`config.mk`:
```
export PLATFORM = sky130hd
export DESIGN_NAME = multi_mode_output_switch_controller
export DESIGN_NICKNAME = d
export VERILOG_FILES = /design/src/sv/mmosc_pkg.sv /design/src/sv/mmosc_divider.sv /design/src/sv/multi_mode_output_switch_controller.sv
export SDC_FILE = /design/constraint.sdc
export NUM_CORES = 2
export LEC_CHECK = 0
export BUFFER_PORTS_ARGS = -buffer_cell sky130_fd_sc_hd__buf_2
export CAP_MARGIN = 20
export CORE_ASPECT_RATIO = 0.7
export CORE_MARGIN = 4
export CORE_UTILIZATION = 50
export CTS_CLUSTER_DIAMETER = 50
export CTS_CLUSTER_SIZE = 25
export DETAILED_ROUTE_END_ITERATION = 6
export GPL_ROUTABILITY_DRIVEN = 0
export PLACE_DENSITY = 0.67
export SLEW_MARGIN = 0
export SYNTH_ARGS = -nofsm -noshare
export SYNTH_HDL_FRONTEND = slang
export SYNTH_SLANG_ARGS = --single-unit
```
`constraint.sdc`:
```
create_clock -name clk -period 22.4 [get_ports clk]
set_clock_uncertainty 0.1 [all_clocks]
set_input_delay 1.12 -clock clk [delete_from_list [all_inputs] [get_ports clk]]
set_output_delay 1.12 -clock clk [all_outputs]
set_load 0.01 [all_outputs]
```
`src/sv/mmosc_pkg.sv`:
```
// Package: shared constants and types for the output switch controller.
`timescale 1ns / 1ps
package mmosc_pkg;
  localparam int unsigned PwmOutputDefault = 1;
  localparam int unsigned TicksPerSecondDefault = 1000;

  typedef enum logic [2:0] {
    MODE_DOWN = 3'd0, MODE_ON = 3'd1, MODE_TIMED = 3'd2, MODE_COUNT = 3'd3,
    MODE_LEVEL = 3'd4, MODE_INTERVAL = 3'd5, MODE_LEVEL2 = 3'd6, MODE_BAD = 3'd7
  } mode_t;

  localparam logic [2:0] REG_DURATION = 3'd0;
  localparam logic [2:0] REG_STEP_TARGET = 3'd1;
  localparam logic [2:0] REG_STEP_DIVISOR = 3'd2;
  localparam logic [2:0] REG_AUTO_LOW = 3'd3;
  localparam logic [2:0] REG_AUTO_HIGH = 3'd4;
  localparam logic [2:0] REG_AUTO_DELAY = 3'd5;
  localparam logic [2:0] REG_INTERVAL_ON = 3'd6;
  localparam logic [2:0] REG_INTERVAL_OFF = 3'd7;

  // divider control between sequencer and shared unit
  typedef struct packed {
    logic        start;
    logic [31:0] dividend;
    logic [15:0] divisor;
  } div_req_t;

  typedef struct packed {
    logic        busy;
    logic [31:0] quotient;
  } div_rsp_t;
endpackage

```
`src/sv/mmosc_divider.sv`:
```
// Shared restoring divider: one quotient bit per cycle.
`timescale 1ns / 1ps
module mmosc_divider (
  input  logic                clk,
  input  logic                rst,
  input  mmosc_pkg::div_req_t req,
  output mmosc_pkg::div_rsp_t rsp
);
  import mmosc_pkg::*;

  logic [5:0]  count;
  logic [31:0] quo;
  logic [16:0] rem;
  logic [15:0] dsr;
  logic [16:0] shifted;
  logic        busy;

  assign shifted = {rem[15:0], quo[31]};
  assign rsp.busy = busy;
  assign rsp.quotient = quo;

  always_ff @(posedge clk) begin
    if (rst) begin
      busy <= 1'b0;
      count <= '0;
    end else if (req.start) begin
      busy <= 1'b1;
      count <= 6'd32;
      quo <= req.dividend;
      rem <= '0;
      dsr <= req.divisor;
    end else if (busy) begin
      if (shifted >= {1'b0, dsr}) begin
        rem <= shifted - {1'b0, dsr};
        quo <= {quo[30:0], 1'b1};
      end else begin
        rem <= shifted;
        quo <= {quo[30:0], 1'b0};
      end
      count <= count - 6'd1;
      if (count == 6'd1) busy <= 1'b0;
    end
  end
endmodule

```
`src/sv/multi_mode_output_switch_controller.sv`:
```
// Top level: multi-mode pump/load switch controller with stream ports.
`timescale 1ns / 1ps
// Each accepted beat is either a 1 ms tick or a mode command and yields one
// result beat. When step_divisor is nonzero, the dispense count (on-time
// divided by step_divisor) is computed on every beat by a shared bit-serial
// divider, one quotient bit per cycle; otherwise it is all ones. The input is
// not ready until the result has been taken from the output register. Seconds
// limits are scaled to milliseconds by one 16-bit by TICKS_PER_SECOND multiply
// per beat. Config writes are taken any time and must only occur while the
// block is idle.
module multi_mode_output_switch_controller #(
  parameter int unsigned PWM_OUTPUT = mmosc_pkg::PwmOutputDefault,
  parameter int unsigned TICKS_PER_SECOND = mmosc_pkg::TicksPerSecondDefault
) (
  input  logic        clk,
  input  logic        rst,
  input  logic        s_tvalid,
  output logic        s_tready,
  // tdata: new_mode[2:0], mode_limit_s[18:3], enable[19], level_sample[31:20],
  // duty[39:32]
  input  logic [39:0] s_tdata,
  input  logic        s_tuser,   // func
  output logic        m_tvalid,
  input  logic        m_tready,
  // tdata: drive_on[0], drive_level[8:1], mode_now[11:9], mode_publish[12],
  // state_publish[13], last_dispensed[45:14], zero fill to 48
  output logic [47:0] m_tdata,
  input  logic        cfg_valid,
  output logic        cfg_ready,
  input  logic [2:0]  cfg_index,
  input  logic [31:0] cfg_data
);
  import mmosc_pkg::*;

  typedef enum logic [1:0] {S_IDLE, S_DIV, S_EXEC, S_OUT} seq_t;

  // config
  logic [15:0] duration_limit_s, step_divisor, auto_delay_s, interval_on_s, interval_off_s;
  logic [31:0] step_target;
  logic [11:0] auto_low, auto_high;
  // state
  mode_t       cur_mode;
  logic        is_on, delay_armed, interval_started, interval_odd;
  logic [7:0]  held_duty;
  logic [31:0] on_time_ms, delay_ms, phase_ms, dispensed_latch;
  logic [15:0] held_limit_s;
  // latched beat
  seq_t        seq;
  logic        func, enable;
  logic [2:0]  new_mode;
  logic [15:0] mode_limit_s;
  logic [11:0] level_sample;
  logic [7:0]  duty;
  logic [31:0] disp;
  logic [47:0] obuf;

  div_req_t div_req;
  div_rsp_t div_rsp;

  mmosc_divider u_div (.clk(clk), .rst(rst), .req(div_req), .rsp(div_rsp));

  // on-time after this beat's increment for a tick
  logic [31:0] on_inc, delay_inc, phase_inc;
  assign on_inc    = (on_time_ms == '1) ? on_time_ms : on_time_ms + 32'd1;
  assign delay_inc = (delay_ms == '1) ? delay_ms : delay_ms + 32'd1;
  assign phase_inc = (phase_ms == '1) ? phase_ms : phase_ms + 32'd1;

  assign s_tready = (seq == S_IDLE);
  assign cfg_ready = 1'b1;
  assign m_tvalid = (seq == S_OUT);
  assign m_tdata = obuf;

  always_comb begin
    div_req.start = (seq == S_IDLE) && s_tvalid && (step_divisor != '0);
    div_req.dividend = (s_tuser == 1'b0) ? on_inc : on_time_ms;
    div_req.divisor = step_divisor;
  end

  // ms limits: one shared multiply, operand picked by mode (registered in S_DIV)
  logic [15:0] lim_sel;
  logic [51:0] lim_ms;
  always_comb begin
    case (cur_mode)
      MODE_TIMED: lim_sel = duration_limit_s;
      MODE_LEVEL, MODE_LEVEL2: lim_sel = (is_on || !(level_sample <= auto_low))
                                         ? held_limit_s : auto_delay_s;
      MODE_INTERVAL: lim_sel = !interval_started ? held_limit_s
                                : (interval_odd ? interval_on_s : interval_off_s);
      default: lim_sel = held_limit_s;
    endcase
  end
  logic [51:0] lim_prod;
  assign lim_prod = 52'(lim_sel) * 52'(TICKS_PER_SECOND);

  // sequencer and state update
  always_ff @(posedge clk) begin
    logic        on_n, arm_n, st_n, odd_n, mp, sp;
    logic [7:0]  hd_n;
    logic [31:0] ot_n, dl_n, ph_n, lat_n;
    mode_t       md_n;
    logic [15:0] hl_n;
    logic        lo;
    if (rst) begin
      seq <= S_IDLE;
      duration_limit_s <= '0; step_target <= '0; step_divisor <= 16'd1;
      auto_low <= '0; auto_high <= 12'hFFF; auto_delay_s <= '0;
      interval_on_s <= '0; interval_off_s <= '0;
      cur_mode <= MODE_DOWN; is_on <= 1'b0; held_duty <= '0; on_time_ms <= '0;
      dispensed_latch <= '0; delay_armed <= 1'b0; delay_ms <= '0;
      held_limit_s <= '0; interval_started <= 1'b0; interval_odd <= 1'b0;
      phase_ms <= '0;
    end else begin
      if (cfg_valid) begin
        case (cfg_index)
          REG_DURATION:     duration_limit_s <= cfg_data[15:0];
          REG_STEP_TARGET:  step_target <= cfg_data;
          REG_STEP_DIVISOR: step_divisor <= cfg_data[15:0];
          REG_AUTO_LOW:     auto_low <= cfg_data[11:0];
          REG_AUTO_HIGH:    auto_high <= cfg_data[11:0];
          REG_AUTO_DELAY:   auto_delay_s <= cfg_data[15:0];
          REG_INTERVAL_ON:  interval_on_s <= cfg_data[15:0];
          REG_INTERVAL_OFF: interval_off_s <= cfg_data[15:0];
          default: ;
        endcase
      end
      case (seq)
        S_IDLE: begin
          if (s_tvalid) begin
            func <= s_tuser;
            new_mode <= s_tdata[2:0];
            mode_limit_s <= s_tdata[18:3];
            enable <= s_tdata[19];
            level_sample <= s_tdata[31:20];
            duty <= s_tdata[39:32];
            seq <= S_DIV;
          end
        end
        S_DIV: begin
          lim_ms <= lim_prod;
          if (!div_rsp.busy) begin
            disp <= (step_divisor == '0) ? 32'hFFFF_FFFF : div_rsp.quotient;
            seq <= S_EXEC;
          end
        end
        S_EXEC: begin
          on_n = is_on; hd_n = held_duty; ot_n = on_time_ms; dl_n = delay_ms;
          ph_n = phase_ms; lat_n = dispensed_latch; md_n = cur_mode;
          hl_n = held_limit_s; arm_n = delay_armed; st_n = interval_started;
          odd_n = interval_odd; mp = 1'b0; sp = 1'b0;
          lo = (level_sample <= auto_low);
          if (func) begin
            case (new_mode)
              MODE_DOWN, MODE_ON: md_n = mode_t'(new_mode);
              MODE_TIMED, MODE_COUNT, MODE_LEVEL, MODE_LEVEL2: begin
                md_n = mode_t'(new_mode);
                if (is_on) begin lat_n = disp; on_n = 1'b0; hd_n = '0; end
                if (new_mode == MODE_LEVEL || new_mode == MODE_LEVEL2) hl_n = mode_limit_s;
              end
              MODE_INTERVAL: begin
                st_n = 1'b0; odd_n = 1'b0;
                if (is_on) begin lat_n = disp; on_n = 1'b0; hd_n = '0; end
                md_n = MODE_INTERVAL; ph_n = '0; hl_n = mode_limit_s;
              end
              default: ;
            endcase
          end else begin
            ot_n = on_inc; dl_n = delay_inc; ph_n = phase_inc;
            if (!enable) md_n = MODE_DOWN;
            else begin
              case (cur_mode)
                MODE_ON: if (!is_on) begin
                  ot_n = '0; hd_n = duty; on_n = !(PWM_OUTPUT != 0 && duty == '0); mp = 1'b1;
                end
                MODE_DOWN: if (is_on) begin
                  lat_n = disp; on_n = 1'b0; hd_n = '0; mp = 1'b1;
                end
                MODE_TIMED: begin
                  if (is_on) begin
                    if (52'(on_inc) > lim_ms) begin
                      lat_n = disp; on_n = 1'b0; hd_n = '0; sp = 1'b1; md_n = MODE_DOWN;
                    end
                  end else if (duration_limit_s != '0) begin
                    ot_n = '0; hd_n = duty; on_n = !(PWM_OUTPUT != 0 && duty == '0); sp = 1'b1;
                  end else begin md_n = MODE_DOWN; mp = 1'b1; end
                end
                MODE_COUNT: begin
                  if (is_on) begin
                    if (disp > step_target) begin
                      lat_n = disp; on_n = 1'b0; hd_n = '0; sp = 1'b1; md_n = MODE_DOWN;
                    end
                  end else if (step_target != '0) begin
                    ot_n = '0; hd_n = duty; on_n = !(PWM_OUTPUT != 0 && duty == '0); sp = 1'b1;
                  end else begin md_n = MODE_DOWN; mp = 1'b1; end
                end
                MODE_LEVEL, MODE_LEVEL2: begin
                  if (lo && !is_on) begin
                    if (!(auto_low == auto_high && level_sample == auto_low)) begin
                      if (!delay_armed) begin dl_n = '0; arm_n = 1'b1; end
                      if (52'(dl_n) >= lim_ms) begin
                        ot_n = '0; hd_n = duty;
                        on_n = !(PWM_OUTPUT != 0 && duty == '0); arm_n = 1'b0;
                      end
                    end
                  end else if (!lo && !is_on) arm_n = 1'b0;
                  else if (level_sample >= auto_high && is_on) begin
                    lat_n = disp; on_n = 1'b0; hd_n = '0;
                  end
                  // held_limit_s compare only matters when still on; then lim_ms
                  // was taken from held_limit_s (the switch-on path clears ot_n)
                  if (on_n && (is_on ? (52'(ot_n) >= lim_ms)
                                     : (held_limit_s == '0))) md_n = MODE_DOWN;
                end
                MODE_INTERVAL: begin
                  if (interval_started) begin
                    if (interval_odd) begin
                      if (52'(phase_inc) >= lim_ms) begin
                        lat_n = disp; on_n = 1'b0; hd_n = '0; mp = 1'b1;
                        ph_n = '0; odd_n = 1'b0;
                      end
                    end else if (52'(phase_inc) >= lim_ms) begin
                      ph_n = '0; ot_n = '0; hd_n = duty;
                      on_n = !(PWM_OUTPUT != 0 && duty == '0); mp = 1'b1; odd_n = 1'b1;
                    end
                  end else if (52'(phase_inc) >= lim_ms) begin
                    ph_n = '0; ot_n = '0; hd_n = duty;
                    on_n = !(PWM_OUTPUT != 0 && duty == '0); mp = 1'b1;
                    st_n = 1'b1; odd_n = 1'b1;
                  end
                end
                default: md_n = MODE_DOWN;
              endcase
            end
          end
          is_on <= on_n; held_duty <= hd_n; on_time_ms <= ot_n; delay_ms <= dl_n;
          phase_ms <= ph_n; dispensed_latch <= lat_n; cur_mode <= md_n;
          held_limit_s <= hl_n; delay_armed <= arm_n; interval_started <= st_n;
          interval_odd <= odd_n;
          obuf <= {2'b00, lat_n, sp, mp, md_n,
                   on_n ? ((PWM_OUTPUT != 0) ? hd_n : 8'hFF) : 8'h00, on_n};
          seq <= S_OUT;
        end
        S_OUT: if (m_tready) seq <= S_IDLE;
        default: seq <= S_IDLE;
      endcase
    end
  end
endmodule

```
==> metrics.txt <==
# TYPE chip_impl_metric gauge
chip_impl_metric{name="finalWirelength",unit="um"} 92220
chip_impl_metric{name="syn2layout_area_growth",unit="%"} 8.913
chip_impl_metric{name="synth_top_area_share",unit=""} 0.1898
chip_impl_metric{name="maxSlewHeadroom",unit=""} 0.1884
chip_impl_info{name="crit_slowest_cell",value="nand2_1"} 1
chip_impl_metric{name="drt_pass1_iterations",unit=""} 6
chip_impl_metric{name="place_worst_setup_slack",unit="ns"} 14.01
chip_impl_metric{name="postRouteAntennaNets",unit=""} 0
chip_impl_metric{name="final.period_utilization",unit=""} 0.3790
chip_impl_metric{name="cp_depth",unit=""} 26
chip_impl_info{name="worstSetupEndpointType",value="flip-flop"} 1
chip_impl_metric{name="initial_core_utilization",unit=""} 0.5038
chip_impl_metric{name="critPathRequiredTime",unit="ns"} 22.64
chip_impl_metric{name="cellLeakagePower",unit="uW"} 0.01370
chip_impl_metric{name="clock_latency",unit="ns"} 0.63
chip_impl_metric{name="cts.path.max_buffers",unit=""} 3
chip_impl_metric{name="grt_first_pass_wirelength",unit="um"} 145600
chip_impl_metric{name="first_global_vias",unit=""} 25280
chip_impl_metric{name="drcViolationCount",unit=""} 0
chip_impl_metric{name="synth-async-reset-ratio",unit=""} 0
chip_impl_metric{name="final_max_slew_viol_count",unit=""} 0
chip_impl_metric{name="final_cell_count_no_fill",unit=""} 4698
chip_impl_metric{name="grt_use_met2",unit=""} 0.3677
chip_impl_metric{name="synth.yosys.warnings",unit=""} 0
chip_impl_metric{name="ioPinCount",unit=""} 132
chip_impl_metric{name="final.setup.tns",unit="ns"} 0
chip_impl_info{name="critPathMostFrequentCell",value="fa_1"} 1
chip_impl_metric{name="final.setup.worst_slack",unit="ns"} 13.91
chip_impl_metric{name="mean_routed_wirelength_per_cell",unit="um"} 19.63
chip_impl_info{name="regToRegStartpoint",value="level_sample[1]"} 1
chip_impl_metric{name="dr.first_iter.drc_count",unit=""} 2965
chip_impl_metric{name="pwr_density_cell",unit="nW/um^2"} 135.0
chip_impl_metric{name="port_buffers",unit=""} 128
chip_impl_metric{name="critical_path.max_stage_delay",unit="ns"} 0.77
chip_impl_metric{name="worst_setup_hold_path_clk_slew",unit="ns"} 0.09
chip_impl_info{name="yosys-top-cells-area",value="edfxtp_1, dfxtp_1, ha_1"} 1
chip_impl_metric{name="cp_max_fo",unit=""} 34
chip_impl_metric{name="critical_path_arrival",unit="ns"} 8.73
chip_impl_metric{name="synth.lib_cells_used.distinct",unit=""} 101
chip_impl_info{name="grt_busiest_layer",value="met1"} 1
chip_impl_metric{name="fin_area",unit="sq um"} 35500
chip_impl_metric{name="syn-instance-count",unit=""} 3789
chip_impl_metric{name="num_vias",unit=""} 27563
chip_impl_metric{name="max-vdd-ir-drop",unit="uV"} 205.0
chip_impl_metric{name="synth_seq_area_share",unit=""} 0.3765
chip_impl_metric{name="crit_buf_inv",unit=""} 2
chip_impl_metric{name="ff2ff_path_depth",unit=""} 26
chip_impl_info{name="worst_setup_path_startpoint",value="level_sample[1]"} 1
chip_impl_metric{name="cap_violations",unit=""} 0
chip_impl_metric{name="achievable-frequency",unit="GHz"} 0.1178
chip_impl_metric{name="numClockSinks",unit=""} 510
chip_impl_metric{name="timing.reg2reg.setup_slack",unit="ns"} 13.91
chip_impl_metric{name="die-area",unit="sq um"} 69410
chip_impl_info{name="clk_root_buffer_cell",value="clkbuf_16"} 1
chip_impl_metric{name="final_net_count",unit=""} 4143
chip_impl_metric{name="post_synth_edffs",unit=""} 206
chip_impl_metric{name="numPlacedInstances",unit=""} 4611
chip_impl_metric{name="cts_inserted_buffers",unit=""} 45
chip_impl_info{name="critical_path.reg2reg.endpoint",value="lim_ms[24]"} 1
chip_impl_metric{name="row_count",unit=""} 78
chip_impl_info{name="critPathCapture",value="lim_ms[24]"} 1
chip_impl_metric{name="dp_hpwl",unit="um"} 66960
chip_impl_info{name="rsz0062_at_grt",value="no"} 1
chip_impl_metric{name="worstMarginPinSlew",unit="ns"} 1.214
chip_impl_info{name="cp-start-kind",value="flip-flop"} 1
chip_impl_metric{name="antenna-diode-count",unit=""} 0
chip_impl_metric{name="drive_gt1_frac",unit=""} 0.08905
chip_impl_metric{name="synth.cell_area",unit="sq um"} 32600
chip_impl_info{name="ys.flop_type",value="dfxtp_1"} 1
chip_impl_info{name="tritoncts",value="done"} 1
chip_impl_metric{name="grt.overflow.total",unit=""} 0
chip_impl_metric{name="vias_per_cell",unit=""} 5.867
chip_impl_metric{name="min_tclk_post_route",unit="ns"} 8.489
chip_impl_info{name="netlist.top_cell.by_area",value="edfxtp_1"} 1
chip_impl_metric{name="dpl-instance-area",unit="sq um"} 33780
chip_impl_metric{name="grt_use_met3",unit=""} 0.05933
chip_impl_metric{name="setup_violations_final",unit=""} 0
chip_impl_metric{name="die_y",unit="um"} 221.6
chip_impl_metric{name="ys_seq_elements",unit=""} 510
chip_impl_metric{name="post_synth.cell_area_avg",unit="sq um"} 8.603
chip_impl_metric{name="cts.hold.buffers_added",unit=""} 0
chip_impl_info{name="hold_class",value="reg -> reg"} 1
chip_impl_metric{name="final_hold_viol_count",unit=""} 0
chip_impl_metric{name="post_cts.repair.setup_buffers",unit=""} 0
chip_impl_metric{name="gr-usage-met1",unit=""} 0.3965
chip_impl_info{name="status",value="complete, no violations"} 1
chip_impl_info{name="path_class",value="reg -> reg"} 1
chip_impl_metric{name="largest_net_degree_at_the_start_of_global_routing",unit=""} 207
chip_impl_metric{name="core-area",unit="sq um"} 64700
chip_impl_metric{name="grt_use_total",unit=""} 0.2604
chip_impl_metric{name="ctsResizeCount",unit=""} 0
chip_impl_info{name="worst_path_dominant_cell_family",value="compound AO/OA/AOI/OAI gates"} 1
chip_impl_metric{name="fp.dieW",unit="um"} 313.2
chip_impl_metric{name="antenna_violations_before_repair",unit=""} 2
chip_impl_metric{name="clock_tree.htree_level_count",unit=""} 2
==> worst min-delay path by stage <==
| stage | from | to | cells after the start |
|---|---|---|---|
| 2_1_floorplan | step_divisor[0] | u_div.dsr[0] | 0 |
| 3_3_place_gp | interval_on_s[8] | interval_on_s[8] | 2 |
| 6_report | interval_on_s[5] | interval_on_s[5] | 2 |
| 3_5_place_dp | step_divisor[6] | u_div.dsr[6] | 0 |
| 4_1_cts | interval_on_s[9] | interval_on_s[9] | 2 |
| 5_1_grt | interval_on_s[11] | interval_on_s[11] | 2 |
==> area by class of cell <==
cell class                      count  area, sq um
Sequential cell                   510        12270
Fill cell                        5984        29200
Tap cell                          880         1101
Inverter                          223        837.1
Timing Repair Buffer              168        983.4
Clock buffer                       50         1219
Clock inverter                     34        462.9
Multi-Input combinational cell   2833        18630
==> layout by cell type, fill, tap and decap left out, types with 65 or more instances in the layout <==
cell type,count
nand2_1,538
a21oi_1,345
nor2_1,307
dfxtp_1,304
ha_1,225
inv_1,222
edfxtp_1,206
o21ai_0,188
xnor2_1,128
buf_2,127
nand3_1,85
nor3_1,81
nand4_1,65
==> sequential cells by signal, indices dropped and copies added, names as in the netlist, 23 cells and up <==
signal           cells
phase_ms            32
lim_ms              23
on_time_ms          32
delay_ms            32
step_target         32
dispensed_latch     32
u_div.quo           32
disp                32
m_tdata             46
==> power breakdown <==
group	internal, uW	switching [uW]	total [uW]
registers	1210	82.9	1290
clock network	442	439	881
logic	1040	1590	2620
==> cells by family after synthesis <==
kind of cell,share of synthesized area
XOR/XNOR,0.04514
AO/OA/AOI/OAI,0.1700
multiplexers,0.02472
adder cells (fa/ha/maj),0.1205
flip-flops,0.3765
other,0.0002304
buffers and inverters,0.05439
AND/OR/NAND/NOR,0.2085
==> synth_stat cells, types with 8 or more instances <==
master / n
a211o_1: 15
a211oi_1: 25
a21bo_2: 15
a21boi_1: 15
a21o_1: 49
a21oi_1: 345
a22oi_1: 30
a31oi_1: 18
a32o_1: 16
and2_1: 17
and3_1: 31
and4_1: 14
buf_1: 12
buf_2: 28
buf_4: 8
clkbuf_1: 162
clkbuf_2: 12
dfxtp_1: 304
edfxtp_1: 206
fa_1: 55
ha_1: 226
inv_1: 223
mux2_2: 17
mux2i_1: 58
nand2_1: 538
nand2b_1: 52
nand3_1: 86
nand3b_1: 19
nand4_1: 65
nor2_1: 311
nor2b_1: 67
nor3_1: 83
nor3b_1: 8
nor4_1: 46
o211ai_1: 15
o21a_1: 41
o21ai_0: 188
o21ai_1: 11
o31ai_1: 21
or2_2: 9
or3_1: 26
or4_1: 21
xnor2_1: 128
xor2_1: 40
==> metal layers <==
metal	vias to the layer above	wire length (um)	part of all wire
met3	135	8636	0.094
met1	13010	43590	0.47
met5	-	0	0
met2	1087	37490	0.41
met4	0	2504	0.027
li1	13331	-	-
==> stage by stage <==
stage / total power [uW] / util / hold WS, ns
2_1_floorplan: 3279 / - / 0.3304
3_3_place_gp: 3836 / 0.5216 / 0.3413
3_5_place_dp: 3914 / 0.5220 / 0.3432
4_1_cts: 4809 / 0.5480 / 0.3580
5_1_grt: 5238 / 0.5487 / 0.3739
6_report: 4792 / 0.5487 / 0.3573
==> tightest hold or removal path, cell delays in order (launching register included) <==
cell and delay, ns:
dfxtp_1 0.32, nand2_1 0.05, a21oi_1 0.05
No activity file was read; power rests on OpenSTA's default activity.
